<file path="src/rtl/bdq_pkg.sv">
// shared types, codes and defaults for the delay bin event queue
// no dependencies; imported by every module of the block
`default_nettype none

package bdq_pkg;

    // parameter defaults
    localparam int NUM_BINS_DEF     = 16;
    localparam int BIN_CAPACITY_DEF = 64;
    localparam int TARGET_WIDTH_DEF = 16;

    // fixed field widths of the ports
    localparam int TGT_PORT_W = 16;
    localparam int DELAY_W    = 4;
    localparam int CFG_W      = 5;

    // active_bins after reset
    localparam logic [CFG_W-1:0] ACTIVE_BINS_RST = 5'd16;

    // command modes
    localparam logic MODE_INSERT = 1'b0;
    localparam logic MODE_TICK   = 1'b1;

    typedef enum logic [1:0] {
        KIND_ACK    = 2'd0,
        KIND_TARGET = 2'd1,
        KIND_EMPTY  = 2'd2
    } kind_t;

    typedef enum logic [1:0] {
        STAT_OK    = 2'd0,
        STAT_FULL  = 2'd1,
        STAT_RANGE = 2'd2
    } status_t;

    typedef struct packed {
        logic                  mode;
        logic [TGT_PORT_W-1:0] target_in;
        logic [DELAY_W-1:0]    delay_ticks;
        logic                  batch_last;
    } cmd_t;

    typedef struct packed {
        kind_t                 result_kind;
        logic [TGT_PORT_W-1:0] target_out;
        status_t               status;
        logic                  last;
    } rsp_t;

    typedef enum logic [2:0] {
        ST_IDLE,
        ST_REDUCE,
        ST_INSERT,
        ST_TICK_START,
        ST_TICK_STREAM
    } state_t;

endpackage

`default_nettype wire

</file>
<file path="src/rtl/bdq_fill_ram.sv">
// per-bin fill count memory with one valid flop per bin
// depends on bdq_pkg; an invalid bin reads as an empty count
`default_nettype none

module bdq_fill_ram
    import bdq_pkg::*;
#(
    parameter int   NUM_BINS     = NUM_BINS_DEF,
    parameter int   BIN_CAPACITY = BIN_CAPACITY_DEF,
    localparam int  SLOT_W       = $clog2(NUM_BINS),
    localparam int  FILL_W       = $clog2(BIN_CAPACITY + 1)
)
(
    input  wire logic              clk,
    input  wire logic              rst_n,
    input  wire logic              rd_en,
    input  wire logic [SLOT_W-1:0] rd_bin,
    output logic      [FILL_W-1:0] rd_count,
    input  wire logic              wr_en,
    input  wire logic [SLOT_W-1:0] wr_bin,
    input  wire logic [FILL_W-1:0] wr_count,
    input  wire logic              clr_en,
    input  wire logic [SLOT_W-1:0] clr_bin
);

    logic [FILL_W-1:0]   fill_mem [0:NUM_BINS-1];
    logic [NUM_BINS-1:0] valid_reg;
    logic [FILL_W-1:0]   rd_count_reg;

    // count storage and registered read
    always_ff @(posedge clk)
    begin
        if (wr_en)
        begin
            fill_mem[wr_bin] <= wr_count;
        end
        if (rd_en)
        begin
            rd_count_reg <= valid_reg[rd_bin] ? fill_mem[rd_bin] : '0;
        end
    end

    // valid bits: set by a count write, cleared when a tick drains the bin
    always_ff @(posedge clk or negedge rst_n)
    begin
        if (!rst_n)
        begin
            valid_reg <= '0;
        end
        else
        begin
            if (wr_en)
            begin
                valid_reg[wr_bin] <= 1'b1;
            end
            if (clr_en)
            begin
                valid_reg[clr_bin] <= 1'b0;
            end
        end
    end

    assign rd_count = rd_count_reg;

endmodule

`default_nettype wire

</file>
<file path="config.mk">
export PLATFORM = sky130hd
export DESIGN_NAME = bdq_fill_ram
export DESIGN_NICKNAME = d
export VERILOG_FILES = /design/src/rtl/bdq_pkg.sv /design/src/rtl/bdq_fill_ram.sv
export SDC_FILE = /design/constraint.sdc
export NUM_CORES = 1
export LEC_CHECK = 0
export ABC_AREA = 1
export BUFFER_PORTS_ARGS = -buffer_cell sky130_fd_sc_hd__buf_2
export CAP_MARGIN = 5
export CORE_ASPECT_RATIO = 0.5
export CORE_MARGIN = 2
export CORE_UTILIZATION = 60
export CTS_BUF_LIST = sky130_fd_sc_hd__clkbuf_16
export DETAILED_ROUTE_END_ITERATION = 16
export PLACE_DENSITY = 0.78
export SYNTH_ARGS = -nofsm -noshare
export SYNTH_HDL_FRONTEND = slang
export SYNTH_SLANG_ARGS = --single-unit
</file>
<file path="constraint.sdc">
create_clock -name clk -period 1.3 [get_ports clk]
set_input_delay 0.195 -clock clk [delete_from_list [all_inputs] [get_ports clk]]
set_output_delay 0.195 -clock clk [all_outputs]
set_load 0.02 [all_outputs]
</file>
==> results of run 1 <==
==> logic make-up after synthesis <==
| kind of cell | share of synthesized area |
|---|---|
| and+or+nand+nor | 0.227 |
| buffers and inverters | 0.106 |
| DFF | 0.653 |
| AOI/OAI and AO/OA | 0.0146 |
==> how the worst min path moves through the flow <==
| stage | start | endpoint | slack, ns | cells past startpoint |
|---|---|---|---|---|
| CTS | clr_bin[1] | valid_reg[14]$_DFF_PN0_ | 0.02 | 2 |
| floorplan | rst_n | valid_reg[0]$_DFF_PN0_ | -0.10 | 0 |
| global route | clr_bin[1] | valid_reg[14]$_DFF_PN0_ | 0.04 | 2 |
| global placement | rst_n | valid_reg[9]$_DFF_PN0_ | 0.11 | 1 |
| finish | clr_bin[1] | valid_reg[14]$_DFF_PN0_ | 0.03 | 2 |
| detailed placement | rst_n | valid_reg[9]$_DFF_PN0_ | 0.12 | 1 |
==> placed cells by master, fill, tap and decap left out, types with 9 or more instances in the layout <==
cell type  count
edfxtp_1     119
a21oi_1       11
nor3_1        12
nor2_1        33
nand3_2        9
buf_2         30
inv_1        113
dfrtp_1       16
nand2_1      173
buf_4         42
clkbuf_16     17
nand3_1       85
==> what timing repair did <==
item	4_1_cts	5_1_grt
endpoints found under the hold margin	16	0
hold buffers	1	0
buffers inserted	0	1
setup endpoints to repair	0	7
resized for setup	0	12
==> critical path: stages, from the launching register on <==
cell and delay (ns):
edfxtp_1 0.38, inv_1 0.09, nand2_1 0.07, nand3_1 0.09, nand3_1 0.08, nand3_1 0.13
nand2_1 0.09, nand2_1 0.09, inv_1 0.04
==> per-layer routing <==
metal	global-route usage	wire [um]
met4	0.153	406
met1	0.374	6170
met3	0.0624	1290
met5	0	0
met2	0.487	7200
==> cell type report <==
class | count | area (um2)
sequential | 135 | 3970
fill | 598 | 2280
multi-input combinational | 337 | 1500
timing repair buffer | 79 | 596
inverter | 120 | 450
clock buffer | 17 | 425
clock inverter | 15 | 234
tap | 135 | 169
==> power by group <==
| part | total (W) | internal [W] | switching, W |
|---|---|---|---|
| clock network | 0.00540 | 0.00357 | 0.00183 |
| registers | 0.00503 | 0.00494 | 0.0000945 |
| logic | 0.00102 | 0.000369 | 0.000652 |
| total | 0.0115 | 0.00887 | 0.00258 |
==> metrics by stage <==
step	worst slack, ns	setup TNS, ns	hold slack (ns)	cells	instance area, um2
floorplan	-0.0571	-1.80	-0.101	616	6090
global placement	-0.160	-1.19	0.113	804	6640
detailed placement	-0.217	-1.83	0.115	804	6640
CTS	0.0492	0	0.0188	837	7310
global route	-0.0202	-0.0694	0.0391	838	7350
finish	0.0130	0	0.0299	838	7350
==> impl_metrics.yaml, run 1 <==
run_status:
  outcome: "finished clean"
synth:
  yosysTopAreaCell: "edfxtp_1"
  syn-num-nets: 640
  ys_ff_latch: 135
  synth_top_area_frac: 0.587
  yosys_warnings: 0
  synth_flop_cell: "edfxtp_1"
  synth-edff-count: 119
  syn_area_per_cell_um2: 9.88
  async_flop_share: 0.119
  ys_top_cells_by_count: "nand2_1, edfxtp_1, inv_1"
  yosysUniqueCellTypes: 19
  synth_area_um2: 6080
  yosysMostFrequentCell: "nand2_1"
  postSynthCellCount: 616
  seq_area_frac_synth: 0.653
  synth_area_leaders: "edfxtp_1, nand2_1, nand3_1, inv_1, dfrtp_1"
global_route:
  grt_pass1_vias: 4527
  grt_antenna_before_repair: 0
  globalRouteTotalUtil: 0.292
  grt_max_degree: 30
  overflow: 0
  grt_pass1_wl_mm: 23.1
sta:
  slew_violations: 0
  slew-limit-headroom: 0.688
  max_freq_ghz: 0.777
  finalSetupViolations: 0
  post-route-period-util: 0.990
  finClkSkew_ns: 0.00815
  finalHoldViolCount: 0
  worstMarginPinSlew_ns: 0.465
  rsz0062_at_grt: "yes"
  min_period_ns: 1.29
floorplanning:
  fp.dieH_um: 75.2
  die-area_um2: 11000
  pin_count: 31
  start_util: 0.631
  die_width_um: 146
  num_rows: 25
  coreArea_um2: 9630
pwr:
  vdd_drop_max_mv: 1.16
  powerDensity_nw_per_um2: 1560
  power_w: 0.0115
  p_leak_nw: 3.37
setup_path:
  reg2reg_to: "rd_count[2]$_SDFFCE_PN0P_"
  reg2reg_slack_ns: 0.01
  startpoint: "fill_mem[7][2]$_DFFE_PP_"
  crit_path_end_kind: "flop"
  cp-start-kind: "flop"
  crit_type: "flop to flop"
  worst-endpoint-required_ns: 1.49
  endpoint: "rd_count[2]$_SDFFCE_PN0P_"
  r2r.worst_path.cells: 8
  r2r-start: "fill_mem[7][2]$_DFFE_PP_"
  path_max_fanout: 1
  arrival_ns: 1.48
routing:
  wirelength_mm: 15.1
  antenna_left: 0
  vias_per_cell: 5.58
  drt_iter0_drc: 564
  drc: 0
  drtPass1Iterations: 5
  vias: 4677
  wl_per_cell_um: 18.0
clock_tree:
  cts_tree: "built"
  cts.sinks: 135
  cts-buffers-inserted: 17
  clkTransAtPathRegs_ns: 0.06
  cts_buffer_depth: 2
  clkLatencyLatePin_ns: 0.42
  htree_num_levels: 4
  cts_root_buffer: "clkbuf_16"
cells_and_area:
  num_antenna_cells: 0
  area_delta_synth_final_pct: 20.8
  utilization: 0.763
  finalNetCount: 714
  drive_gt1_frac: 0.189
  largest_reg_flops: 112
place:
  dp_hpwl_mm: 9.25
  io_buffers: 30
  routabilityCongestion: 0.914
job:
  drv_cap: 0
hold_path:
  worstHoldPathType: "input port to flop"
(Power assumes the default switching activity.)
==> run 2: changes to the inputs <==
- BUFFER_PORTS_ARGS: -buffer_cell sky130_fd_sc_hd__buf_2 -> not set
- CAP_MARGIN: 5 -> 10
- DONT_BUFFER_PORTS: not set -> 1
- PLACE_DENSITY: 0.78 -> 0.76
==> run 2 against run 1 <==
Effect of this change:
- setup slack improved by 0.019 ns
- die area did not move
- via count fell by 8.4%
- non-clock buffer count fell by 47
- hold slack got worse by 0.020 ns
- design area fell by 5.1%
- maximum frequency rose by 1.5%
- routed wire length fell by 8.4%
- sequential power barely moved
- critical endpoint is now valid_reg[14]$_DFF_PN0_
- largest power group is now sequential cells
==> impl_metrics.yaml, run 2 (synthesized netlist as in run 1, its figures left out) <==
clock_tree:
  post_cts_buffers: 0
  htree_num_levels: 4
  cts-buffers-inserted: 17
  cts_buffer_depth: 2
  cts.sinks: 135
  cts_tree: "built"
  cts_root_buffer: "clkbuf_16"
  clkLatencyLatePin_ns: 0.42
  clkTransAtPathRegs_ns: 0.06
hold_path:
  worstHoldPathType: "input port to flop"
  min_from: "clr_bin[0]"
cells_and_area:
  area_delta_synth_final_pct: 14.7
  num_antenna_cells: 0
  finalNetCount: 667
  drive_gt1_frac: 0.0960
  utilization: 0.724
  final_area_um2: 6980
  mostFrequentLayoutCell: "nand2_1"
  largest_reg_flops: 112
  final_cell_mix: "nand2_1, inv_1, edfxtp_1, nand3_1, nor2_1"
pwr:
  vdd_drop_max_mv: 1.05
  powerDensity_nw_per_um2: 1510
  p_leak_nw: 3.12
  power_w: 0.0105
setup_path:
  max_stage_delay_ns: 0.57
  startpoint: "wr_en"
  crit_buf_inv: 4
  slowest_stage: "dlygate4sd3_1"
  cp-start-kind: "input port"
  arrival_ns: 1.62
  crit_path_end_kind: "flop"
  r2r-start: "valid_reg[7]$_DFF_PN0_"
  worst-endpoint-required_ns: 1.65
  path_delay_family: "buffers and inverters"
  crit_type: "input port to flop"
  path_max_fanout: 8
  crit_path_cell_trace: "inv_2 -> nor3_2 -> inv_2 -> nor2_1 -> buf_6 -> nor2_1 -> a31oi_1 -> dlygate4sd3_1"
sta:
  min_period_ns: 1.27
  post-route-period-util: 0.976
  finalSetupTns_ns: 0
  finClkSkew_ns: 0.00534
  holdWs_ns: 0.0103
  slew_violations: 0
  worstMarginPinSlew_ns: 0.721
  max_freq_ghz: 0.788
  finalSetupViolations: 0
  finalHoldViolCount: 0
  slew-limit-headroom: 0.518
routing:
  vias_per_cell: 5.41
  drt_iter0_drc: 575
  drc: 0
  vias: 4283
  wirelength_mm: 13.8
  wl_per_cell_um: 17.5
  drtPass1Iterations: 5
  antenna_left: 0
global_route:
  grt_pass1_wl_mm: 21.7
  globalRouteTotalUtil: 0.270
  grt_antenna_before_repair: 0
  overflow: 0
  grt_pass1_vias: 4144
  grt_max_degree: 66
floorplanning:
  die-area_um2: 11000
  pin_count: 31
  die_width_um: 146
  num_rows: 25
  coreArea_um2: 9630
  start_util: 0.631
  fp.dieH_um: 75.2
job:
  drv_cap: 0
place:
  placed_area_um2: 6270
  io_buffers: 0
  dp_hpwl_mm: 8.29
  routabilityCongestion: 0.806
run_status:
  outcome: "finished clean"
==> run 2: area by class of cell <==
cell class                 count  area (um2)
inverter                     120         450
sequential                   135        3970
timing repair buffer          32         324
multi-input combinational    337        1490
fill                         670        2660
clock buffer                  17         425
clock inverter                15         146
tap                          135         169
==> run 2: per-stage QoR <==
stage | cells | worst slack (ns)
finish | 791 | 0.0318
CTS | 791 | 0.0720
global route | 791 | -0.0526
global placement | 747 | -0.0378
floorplan | 616 | -0.0571
detailed placement | 747 | -0.0839
==> run 2: worst paths after layout <==
kind,cells after the start,slack [ns],to
worst max-delay path,8,0.03,valid_reg[14]$_DFF_PN0_
worst min-delay path,2,0.01,valid_reg[6]$_DFF_PN0_
worst max register to register,8,0.08,rd_count[5]$_SDFFCE_PN0P_
worst min register to register,2,0.53,valid_reg[7]$_DFF_PN0_
max in group asynchronous,1,0.57,valid_reg[9]$_DFF_PN0_
min in group asynchronous,1,0.28,valid_reg[11]$_DFF_PN0_
==> run 2: timing repair <==
action,CTS,global route
resized for setup,0,5
endpoints found under the hold margin,139,0
hold buffers,12,0
setup endpoints to repair,0,6
==> run 2: per-layer routing <==
metal  track usage  vias to the layer above  wire length, um
met5             0                        -                0
met4        0.0971                        0              203
met3        0.0794                       23             1320
met2         0.437                      206             6360
met1         0.360                     2029             5930
li1              -                     2025                -
==> run 2: worst register-to-register path, stage by stage, from the launching register on <==
cell	delay (ns)
dfrtp_1	0.37
inv_1	0.08
nand2_1	0.05
nand3_1	0.09
nand3_2	0.07
nand3_2	0.10
nand2_4	0.10
nand2_1	0.08
inv_1	0.04
==> run 2: power breakdown <==
part	leakage, nW	switching (W)	internal, W
Sequential	1.28	0.000120	0.00494
Clock	0.290	0.00171	0.00295
Combinational	1.55	0.000493	0.000294
