[src/rtl/bdq_pkg.sv]
// shared types, codes and defaults for the delay bin event queue
// no dependencies; imported by every module of the block
`default_nettype none

package bdq_pkg;

    // parameter defaults
    localparam int NUM_BINS_DEF     = 16;
    localparam int BIN_CAPACITY_DEF = 64;
    localparam int TARGET_WIDTH_DEF = 16;

    // fixed field widths of the ports
    localparam int TGT_PORT_W = 16;
    localparam int DELAY_W    = 4;
    localparam int CFG_W      = 5;

    // active_bins after reset
    localparam logic [CFG_W-1:0] ACTIVE_BINS_RST = 5'd16;

    // command modes
    localparam logic MODE_INSERT = 1'b0;
    localparam logic MODE_TICK   = 1'b1;

    typedef enum logic [1:0] {
        KIND_ACK    = 2'd0,
        KIND_TARGET = 2'd1,
        KIND_EMPTY  = 2'd2
    } kind_t;

    typedef enum logic [1:0] {
        STAT_OK    = 2'd0,
        STAT_FULL  = 2'd1,
        STAT_RANGE = 2'd2
    } status_t;

    typedef struct packed {
        logic                  mode;
        logic [TGT_PORT_W-1:0] target_in;
        logic [DELAY_W-1:0]    delay_ticks;
        logic                  batch_last;
    } cmd_t;

    typedef struct packed {
        kind_t                 result_kind;
        logic [TGT_PORT_W-1:0] target_out;
        status_t               status;
        logic                  last;
    } rsp_t;

    typedef enum logic [2:0] {
        ST_IDLE,
        ST_REDUCE,
        ST_INSERT,
        ST_TICK_START,
        ST_TICK_STREAM
    } state_t;

endpackage

`default_nettype wire

[src/rtl/bdq_ctrl.sv]
// sequencer: slot arithmetic, read-modify-write of fill counts, bin drain
// depends on bdq_pkg; drives bdq_fill_ram and bdq_entry_ram
`default_nettype none

module bdq_ctrl
    import bdq_pkg::*;
#(
    parameter int   NUM_BINS     = NUM_BINS_DEF,
    parameter int   BIN_CAPACITY = BIN_CAPACITY_DEF,
    parameter int   TARGET_WIDTH = TARGET_WIDTH_DEF,
    localparam int  SLOT_W       = $clog2(NUM_BINS),
    localparam int  FILL_W       = $clog2(BIN_CAPACITY + 1),
    localparam int  IDX_W        = (BIN_CAPACITY > 1) ? $clog2(BIN_CAPACITY) : 1,
    localparam int  ADDR_W       = SLOT_W + IDX_W
)
(
    input  wire logic                    clk,
    input  wire logic                    rst_n,
    input  wire logic                    start,
    output logic                         busy,
    input  wire cmd_t                    cmd,
    input  wire logic [CFG_W-1:0]        active_bins,
    output logic                         rsp_strobe,
    output rsp_t                         rsp,
    output logic                         fill_rd_en,
    output logic      [SLOT_W-1:0]       fill_rd_bin,
    input  wire logic [FILL_W-1:0]       fill_rd_count,
    output logic                         fill_wr_en,
    output logic      [SLOT_W-1:0]       fill_wr_bin,
    output logic      [FILL_W-1:0]       fill_wr_count,
    output logic                         fill_clr_en,
    output logic      [SLOT_W-1:0]       fill_clr_bin,
    output logic                         ent_wr_en,
    output logic      [ADDR_W-1:0]       ent_wr_addr,
    output logic      [TARGET_WIDTH-1:0] ent_wr_data,
    output logic                         ent_rd_en,
    output logic      [ADDR_W-1:0]       ent_rd_addr,
    input  wire logic [TARGET_WIDTH-1:0] ent_rd_data
);

    localparam int SUM_W = ((SLOT_W > CFG_W) ? SLOT_W : CFG_W) + 1;

    state_t                  state_reg,    state_next;
    logic [SLOT_W-1:0]       slot_reg,     slot_next;
    logic [SUM_W-1:0]        sum_reg,      sum_next;
    logic                    mode_reg,     mode_next;
    logic [TARGET_WIDTH-1:0] target_reg,   target_next;
    logic [FILL_W-1:0]       n_reg,        n_next;
    logic [FILL_W-1:0]       rd_cnt_reg,   rd_cnt_next;
    logic [FILL_W-1:0]       emit_cnt_reg, emit_cnt_next;
    logic                    strobe_reg,   strobe_next;
    rsp_t                    rsp_reg,      rsp_next;

    logic [CFG_W-1:0]        use_bins;
    logic [SUM_W-1:0]        use_ext;
    logic                    emit_last;

    // bins in use, clamped to one and to the wheel size
    always_comb
    begin
        if (active_bins == '0)
        begin
            use_bins = CFG_W'(1);
        end
        else if (int'(active_bins) > NUM_BINS)
        begin
            use_bins = CFG_W'(NUM_BINS);
        end
        else
        begin
            use_bins = active_bins;
        end
    end

    assign use_ext   = SUM_W'(use_bins);
    assign emit_last = (FILL_W'(emit_cnt_reg + 1'b1) == n_reg);

    // control state
    always_ff @(posedge clk or negedge rst_n)
    begin
        if (!rst_n)
        begin
            state_reg  <= ST_IDLE;
            slot_reg   <= '0;
            strobe_reg <= 1'b0;
        end
        else
        begin
            state_reg  <= state_next;
            slot_reg   <= slot_next;
            strobe_reg <= strobe_next;
        end
    end

    // working registers and result payload
    always_ff @(posedge clk)
    begin
        sum_reg      <= sum_next;
        mode_reg     <= mode_next;
        target_reg   <= target_next;
        n_reg        <= n_next;
        rd_cnt_reg   <= rd_cnt_next;
        emit_cnt_reg <= emit_cnt_next;
        rsp_reg      <= rsp_next;
    end

    // next state, memory accesses and results
    always_comb
    begin
        state_next    = state_reg;
        slot_next     = slot_reg;
        sum_next      = sum_reg;
        mode_next     = mode_reg;
        target_next   = target_reg;
        n_next        = n_reg;
        rd_cnt_next   = rd_cnt_reg;
        emit_cnt_next = emit_cnt_reg;
        strobe_next   = 1'b0;
        rsp_next      = rsp_reg;

        fill_rd_en    = 1'b0;
        fill_rd_bin   = slot_reg;
        fill_wr_en    = 1'b0;
        fill_wr_bin   = sum_reg[SLOT_W-1:0];
        fill_wr_count = FILL_W'(fill_rd_count + 1'b1);
        fill_clr_en   = 1'b0;
        fill_clr_bin  = slot_reg;
        ent_wr_en     = 1'b0;
        ent_wr_addr   = {sum_reg[SLOT_W-1:0], fill_rd_count[IDX_W-1:0]};
        ent_wr_data   = target_reg;
        ent_rd_en     = 1'b0;
        ent_rd_addr   = {slot_reg, rd_cnt_reg[IDX_W-1:0]};

        unique case (state_reg)
            ST_IDLE:
            begin
                if (start)
                begin
                    mode_next   = cmd.mode;
                    target_next = TARGET_WIDTH'(cmd.target_in);
                    if (cmd.mode == MODE_TICK)
                    begin
                        // fetch the count of the bin to drain, compute the next slot
                        fill_rd_en = 1'b1;
                        sum_next   = SUM_W'(slot_reg) + SUM_W'(1);
                        state_next = ST_REDUCE;
                    end
                    else if (SUM_W'(cmd.delay_ticks) >= use_ext)
                    begin
                        // delay beyond the wheel: drop at once
                        strobe_next          = 1'b1;
                        rsp_next.result_kind = KIND_ACK;
                        rsp_next.target_out  = '0;
                        rsp_next.status      = STAT_RANGE;
                        rsp_next.last        = 1'b1;
                    end
                    else
                    begin
                        sum_next   = SUM_W'(slot_reg) + SUM_W'(cmd.delay_ticks);
                        state_next = ST_REDUCE;
                    end
                end
            end

            ST_REDUCE:
            begin
                // wrap by repeated subtraction of the bins in use
                if (sum_reg >= use_ext)
                begin
                    sum_next = sum_reg - use_ext;
                end
                else if (mode_reg == MODE_INSERT)
                begin
                    fill_rd_en  = 1'b1;
                    fill_rd_bin = sum_reg[SLOT_W-1:0];
                    state_next  = ST_INSERT;
                end
                else
                begin
                    state_next = ST_TICK_START;
                end
            end

            ST_INSERT:
            begin
                strobe_next          = 1'b1;
                rsp_next.result_kind = KIND_ACK;
                rsp_next.target_out  = '0;
                rsp_next.last        = 1'b1;
                if (fill_rd_count >= FILL_W'(BIN_CAPACITY))
                begin
                    rsp_next.status = STAT_FULL;
                end
                else
                begin
                    // append the target and bump the count
                    rsp_next.status = STAT_OK;
                    ent_wr_en       = 1'b1;
                    fill_wr_en      = 1'b1;
                end
                state_next = ST_IDLE;
            end

            ST_TICK_START:
            begin
                n_next = fill_rd_count;
                if (fill_rd_count == '0)
                begin
                    // empty bin marker
                    strobe_next          = 1'b1;
                    rsp_next.result_kind = KIND_EMPTY;
                    rsp_next.target_out  = '0;
                    rsp_next.status      = STAT_OK;
                    rsp_next.last        = 1'b1;
                    fill_clr_en          = 1'b1;
                    slot_next            = sum_reg[SLOT_W-1:0];
                    state_next           = ST_IDLE;
                end
                else
                begin
                    ent_rd_en     = 1'b1;
                    ent_rd_addr   = {slot_reg, IDX_W'(0)};
                    rd_cnt_next   = FILL_W'(1);
                    emit_cnt_next = '0;
                    state_next    = ST_TICK_STREAM;
                end
            end

            ST_TICK_STREAM:
            begin
                // one target per cycle, next read issued behind it
                strobe_next          = 1'b1;
                rsp_next.result_kind = KIND_TARGET;
                rsp_next.target_out  = TGT_PORT_W'(ent_rd_data);
                rsp_next.status      = STAT_OK;
                rsp_next.last        = emit_last;
                emit_cnt_next        = FILL_W'(emit_cnt_reg + 1'b1);
                if (rd_cnt_reg < n_reg)
                begin
                    ent_rd_en   = 1'b1;
                    rd_cnt_next = FILL_W'(rd_cnt_reg + 1'b1);
                end
                if (emit_last)
                begin
                    fill_clr_en = 1'b1;
                    slot_next   = sum_reg[SLOT_W-1:0];
                    state_next  = ST_IDLE;
                end
            end

            default:
            begin
                state_next = ST_IDLE;
            end
        endcase
    end

    assign busy       = (state_reg != ST_IDLE);
    assign rsp_strobe = strobe_reg;
    assign rsp        = rsp_reg;

endmodule

`default_nettype wire

[config.mk]
export PLATFORM = sky130hd
export DESIGN_NAME = bdq_ctrl
export DESIGN_NICKNAME = d
export VERILOG_FILES = /design/src/rtl/bdq_pkg.sv /design/src/rtl/bdq_ctrl.sv
export SDC_FILE = /design/constraint.sdc
export NUM_CORES = 1
export LEC_CHECK = 0
export BUFFER_PORTS_ARGS = -buffer_cell sky130_fd_sc_hd__buf_4
export CAP_MARGIN = 20
export CORE_MARGIN = 5
export CORE_UTILIZATION = 45
export DETAILED_ROUTE_END_ITERATION = 12
export GPL_ROUTABILITY_DRIVEN = 0
export PLACE_DENSITY = 0.81
export SLEW_MARGIN = 20
export SYNTH_ARGS = -nofsm -noshare
export SYNTH_HDL_FRONTEND = slang
export SYNTH_SLANG_ARGS = --single-unit
export TNS_END_PERCENT = 1
[constraint.sdc]
create_clock -name clk -period 3.58 [get_ports clk]
set_clock_uncertainty 0.2 [all_clocks]
set_input_delay 0.179 -clock clk [delete_from_list [all_inputs] [get_ports clk]]
set_output_delay 0.179 -clock clk [all_outputs]
set_load 0.005 [all_outputs]
==> results of run 1 <==
-- timing repair --
action / 4_1_cts / 5_1_grt
endpoints found under the hold margin: 48 / 0
hold buffers: 42 / 0
endpoints found under the setup margin: 0 / 0
-- cell usage after synthesis, types with 5 or more instances --
cell / instances
nand2_1: 16
nand3_1: 9
and2_1: 18
nor2_1: 30
mux2_2: 6
buf_4: 19
clkbuf_1: 9
o21ai_0: 7
nor3_1: 5
ha_1: 23
xor2_1: 7
edfxtp_1: 65
inv_1: 22
a21oi_1: 10
dfrtp_1: 8
xnor2_1: 17
nor2b_1: 12
-- how the worst max path moves through the flow --
stage / from / endpoint / slack [ps] / cells past startpoint
3_3_place_gp: active_bins[1] / fill_rd_bin[0] / 590 / 13
6_report: sum_reg[2] / fill_rd_bin[3] / 370 / 8
5_1_grt: sum_reg[0] / fill_rd_bin[3] / 220 / 10
2_1_floorplan: fill_rd_count[0] / rsp[0] / 610 / 6
4_1_cts: sum_reg[2] / fill_rd_bin[0] / 350 / 8
3_5_place_dp: active_bins[1] / fill_rd_bin[3] / 540 / 13
-- through the flow --
step / utilization / worst slack, ps / cell area, µm²
2_1_floorplan: - / 610 / 3880
3_5_place_dp: 0.586 / 543 / 4870
4_1_cts: 0.662 / 350 / 5500
5_1_grt: 0.662 / 220 / 5500
6_report: 0.662 / 368 / 5500
3_3_place_gp: 0.586 / 593 / 4870
-- layout make-up --
type	instances	area, µm²
tap	105	131
fill	637	2800
clock inverter	6	83.8
multi-input combinational	201	1470
sequential	73	2150
clock buffer	9	124
timing repair buffer	179	1450
inverter	22	82.6
-- cell families (layout without fill, tap and decap cells) --
kind of cell | count (synthesis) | after routing | synth area share
adder cells (fa/ha/maj) | 25 | 25 | 0.0845
multiplexers | 9 | 9 | 0.0252
buffers and inverters | 50 | 216 | 0.0668
flip-flops | 73 | 73 | 0.555
AND/OR/NAND/NOR | 108 | 108 | 0.143
AO/OA/AOI/OAI | 33 | 33 | 0.0594
XOR/XNOR | 26 | 26 | 0.0658
-- placed cells by master, fill, tap and decap left out, drive strengths merged, types with 3 or more instances in the layout --
cell type and instances:
o41ai 3, mux2i 3, nand3 9, buf 137, or3 4, nor3 5, and2 18, xor2 7
nor2 30, a21o 3, clkinv 4, mux2 6, ha 23, clkbuf 9, nor2b 12, xnor2 17
edfxtp 65, nand2 16, dlygate4sd3 42, and3 3, dfrtp 8, o21ai 8, nand2b 3, inv 22
a21oi 10
-- per-layer routing --
layer | wire length [µm] | track usage | part of all wire
met5 | 0 | 0 | 0
met4 | 110 | 0.0608 | 0.012
met3 | 625 | 0.0453 | 0.068
met2 | 4720 | 0.311 | 0.52
met1 | 3700 | 0.220 | 0.40
-- power breakdown --
group          switching, mW  internal, mW  total [mW]  leakage, nW
Sequential             0.162          1.24        1.40        0.709
Clock                  0.300         0.386       0.686        0.109
Combinational          0.616         0.642        1.26         1.64
-- critical path: stages (launching register included) --
cell      delay (ps)
edfxtp_1         480
ha_1             390
nor2b_1          150
o21ai_1          140
nand3b_1         100
a211o_1          320
or3_1            460
mux2_2           330
buf_4            140
==> run_results.csv, run 1 <==
group,metric,value,unit
floorplan,die_w,103,µm
power,leakagePower,2.45,nW
global_routing,grt_max_degree,24,
sta,rsz0062_at_grt,"false",
sta,holdWs,117,ps
hold_path,hold_path_class,"in2reg",
worst_setup_path,end_kind,"primary output",
synthesis,synth_cells,324,
global_routing,grt_pass1_wl,14700,µm
synthesis,ys_top_cells_by_area,"edfxtp_1 (50%), ha_1 (7.4%), dfrtp_1 (5.2%)",
synthesis,syn_area_per_cell,12.0,µm²
clock_tree,cts_tree,"done",
sta,hold_viol,0,
synthesis,async_flop_share,0.110,
synthesis,seq_area_frac_synth,0.555,
finish,largest_register_ff_count,21,
clock_tree,root_buffer,"clkbuf_8",
floorplan,num_io_pins,136,
global_routing,grt_usage,0.180,
placement,hpwl,6630,µm
synthesis,yosysTopAreaCell,"edfxtp_1",
worst_setup_path,reg2regPathDepth,7,
hold_path,min_path_cells,4,
global_routing,grt_pass1_vias,3073,
sta,max_slew_margin,0.329,
drt,wl_per_cell,15.4,µm
synthesis,synth_top_area_share,0.503,
drt,drc,0,
synthesis,synthDistinctLibCells,40,
sta,post-route-period-util,0.897,
sta,drv_slew,0,
worst_setup_path,path_class,"reg2out",
sta,fmax,311,MHz
clock_tree,cts.sinks,73,
worst_setup_path,start_kind,"flop",
drt,wirelength,9160,µm
clock_tree,post_cts_buffers,0,
finish,area_growth,41.7,%
sta,min_period,3210,ps
finish,drive_above_1_share,0.335,
worst_setup_path,r2r-start,"emit_cnt_reg[0]",
floorplan,die_area,10600,µm²
power,total_power,3.35,mW
hold_path,hp-start,"start",
power,powerDensity,609,nW/µm²
floorplan,core-area,8300,µm²
sta,setup_tns,0,ps
job,drv_cap,0,
global_routing,overflow,0,
floorplan,row_count,33,
synthesis,synth-main-ff-cell,"edfxtp_1",
synthesis,syn_area,3880,µm²
status,status,"complete, no violations",
synthesis,syn_nets,402,
clock_tree,cts_resized,0,
synthesis,ys_seq_elements,73,
clock_tree,cts_max_level,3,
finish,fin_cells,595,
floorplan,start_util,0.467,
worst_setup_path,crit_fanout,5,
clock_tree,insertion_delay,340,ps
worst_setup_path,r2r_setup_slack,730,ps
clock_tree,cts_buffers,9,
placement,port_buffers,134,
sta,tightest_slew,999,ps
clock_tree,path_clk_slew,70,ps
sta,setup_viol,0,
finish,layout.nets,564,
synthesis,yosysWarnings,0,
drt,drt_iter0_drc,96,
drt,ant_nets,0,
global_routing,antenna_found_initial,0,
floorplan,die_y,103,µm
drt,via_per_inst,4.90,
worst_setup_path,reg2reg_to,"fill_clr_bin[3]",
finish,antenna_cells,0,
hold_path,worstHoldEndpoint,"state_reg[0]",
synthesis,synth-edff-count,65,
clock_tree,clock_path_buffers,2,
worst_setup_path,cp.required,3200,ps
drt,via_count,2916,
drt,drt_pass1_iterations,4,
power,vdd_ir_drop_max,0.354,mV
placement,place_inst,538,
worst_setup_path,cp.arrival,2830,ps
Power figures use the tool's default switching activity.
==> run 2: changes to the inputs <==
Settings changed: CORE_UTILIZATION 45 to 50, PLACE_DENSITY 0.81 to 0.88, SKIP_LAST_GASP from default to 1.
==> run 2 against run 1 <==
Net effect:
- sequential cell count unchanged
- worst setup slack better by 17 ps
- via count rose by 2.9%
- clock power is 7.7% lower
- critical path type unchanged
==> run_results.csv, run 2 (synthesis results as in run 1) <==
group,metric,value,unit
placement,place_inst,535,
worst_setup_path,crit_fanout,5,
worst_setup_path,crit_path_end,"fill_rd_bin[3]",
finish,layout.nets,564,
finish,nFillCells,530,
worst_setup_path,worstPathBufferInverterCount,2,
worst_setup_path,r2r-start,"emit_cnt_reg[0]",
global_routing,grt_pass1_wl,15000,µm
placement,hpwl,6640,µm
sta,tightest_slew,995,ps
drt,drt_pass1_iterations,5,
floorplan,core-area,7650,µm²
clock_tree,cts_max_level,3,
sta,holdWs,96.7,ps
placement,port_buffers,134,
floorplan,die_area,9620,µm²
clock_tree,cts.sinks,73,
global_routing,grt_pass1_vias,3108,
finish,drive_above_1_share,0.334,
status,status,"complete, no violations",
floorplan,die_y,98.1,µm
drt,drt_iter0_drc,143,
drt,via_per_inst,5.06,
sta,fmax,313,MHz
sta,fin_ws,385,ps
sta,drv_slew,0,
floorplan,die_w,98.1,µm
sta,post-route-period-util,0.892,
worst_setup_path,crit_chain,"inv_1 -> ha_1 -> fa_1 -> nor2b_1 -> o21ai_1 -> nand3b_1 -> a211o_1 -> or3_1 -> mux2_2 -> buf_4",
worst_setup_path,reg2regPathDepth,7,
power,p_sw,1.10,mW
clock_tree,clock_path_buffers,2,
worst_setup_path,cp_num_cells,10,
power,combPwrFrac,0.383,
worst_setup_path,path_class,"reg2out",
worst_setup_path,cp.arrival,2820,ps
global_routing,grt_usage,0.195,
finish,final_util,0.716,
sta,max_slew_margin,0.332,
power,total_power,3.31,mW
worst_setup_path,max_stage_delay,460,ps
worst_setup_path,start_kind,"flop",
placement,preCtsSetupSlack,525,ps
drt,via_count,3000,
finish,fin_cells,593,
global_routing,grt_max_degree,24,
clock_tree,insertion_delay,340,ps
drt,drc,0,
worst_setup_path,reg2reg_to,"fill_clr_bin[2]",
worst_setup_path,crit_family,"simple AND/OR/NAND/NOR gates",
clock_tree,cts_resized,0,
finish,final_common_cell,"buf_4",
sta,hold_viol,0,
job,drv_cap,0,
clock_tree,cts_buffers,9,
sta,min_period,3190,ps
worst_setup_path,cp_slowest_cell,"edfxtp_1",
finish,design_area,5480,µm²
global_routing,antenna_found_initial,0,
hold_path,hp-start,"start",
clock_tree,cts_tree,"done",
finish,antenna_cells,0,
floorplan,start_util,0.507,
finish,layout_common_cells,"buf_4 (137), edfxtp_1 (65), dlygate4sd3_1 (42)",
floorplan,row_count,32,
drt,wl_per_cell,15.7,µm
power,powerDensity,604,nW/µm²
power,leakagePower,2.43,nW
power,p_seq_frac,0.425,
drt,ant_nets,0,
worst_setup_path,end_kind,"primary output",
sta,setup_tns,0,ps
finish,largest_register_ff_count,21,
floorplan,num_io_pins,136,
worst_setup_path,critPathLaunch,"sum_reg[0]",
clock_tree,path_clk_slew,80,ps
power,vdd_ir_drop_max,0.540,mV
global_routing,overflow,0,
power,sw_frac_of_total,0.334,
worst_setup_path,r2r_setup_slack,660,ps
finish,area_growth,41.3,%
sta,rsz0062_at_grt,"false",
clock_tree,root_buffer,"clkbuf_8",
drt,wirelength,9330,µm
placement,place_area,4860,µm²
sta,setup_viol,0,
hold_path,hold_path_class,"in2reg",
worst_setup_path,cp.required,3200,ps
power,clock_power_share,0.191,
power,p_int,2.21,mW
run 2: cell count changes in the layout (fill, tap and decap cells not counted), sizes merged:
cell,delta
clkinvlp,+3
inv,+1
clkinv,-2
bufinv,-1
run 2: layout make-up:
cell class | count | area [µm²] | share of cell area
Inverter | 22 | 82.6 | 0.0151
Multi-Input combinational cell | 201 | 1470 | 0.269
Sequential cell | 73 | 2150 | 0.393
Clock buffer | 9 | 124 | 0.0226
Timing Repair Buffer | 179 | 1450 | 0.265
Tap cell | 102 | 128 | 0.0233
Clock inverter | 7 | 70.1 | 0.0128
run 2: worst min-delay path, cell delays in order:
cell	delay, ps
buf_4	120
o21ai_0	150
a21o_1	100
a21oi_1	50
run 2: layer usage:
| layer | routed length, µm | global-route usage | part of all wire | vias up |
|---|---|---|---|---|
| met2 | 4980 | 0.356 | 0.53 | 119 |
| li1 | - | - | - | 1439 |
| met5 | 0 | 0 | 0 | - |
| met3 | 633 | 0.0543 | 0.068 | 16 |
| met1 | 3560 | 0.224 | 0.38 | 1426 |
| met4 | 155 | 0.0522 | 0.017 | 0 |
run 2: power groups by stage:
stage / Combinational, mW / Sequential, mW / Clock, mW
after global placement: 1.19 / 1.41 / 0
after detailed placement: 1.23 / 1.42 / 0
after floorplan: 0.769 / 1.37 / 0
after CTS: 1.27 / 1.40 / 0.648
final: 1.27 / 1.41 / 0.633
after global routing: 1.39 / 1.44 / 0.686
run 2: timing repair:
action	CTS	global route
hold endpoints to repair	48	0
setup buffers	0	0
hold buffers	42	0
run 2: worst min-delay path by stage:
stage | cells after the start | end | slack (ps)
floorplan | 0 | fill_clr_bin[0] | -320
global placement | 1 | fill_clr_bin[0] | -190
detailed placement | 1 | fill_clr_bin[2] | -190
CTS | 4 | state_reg[0] | 70
global route | 4 | state_reg[0] | 100
finish | 4 | state_reg[0] | 100
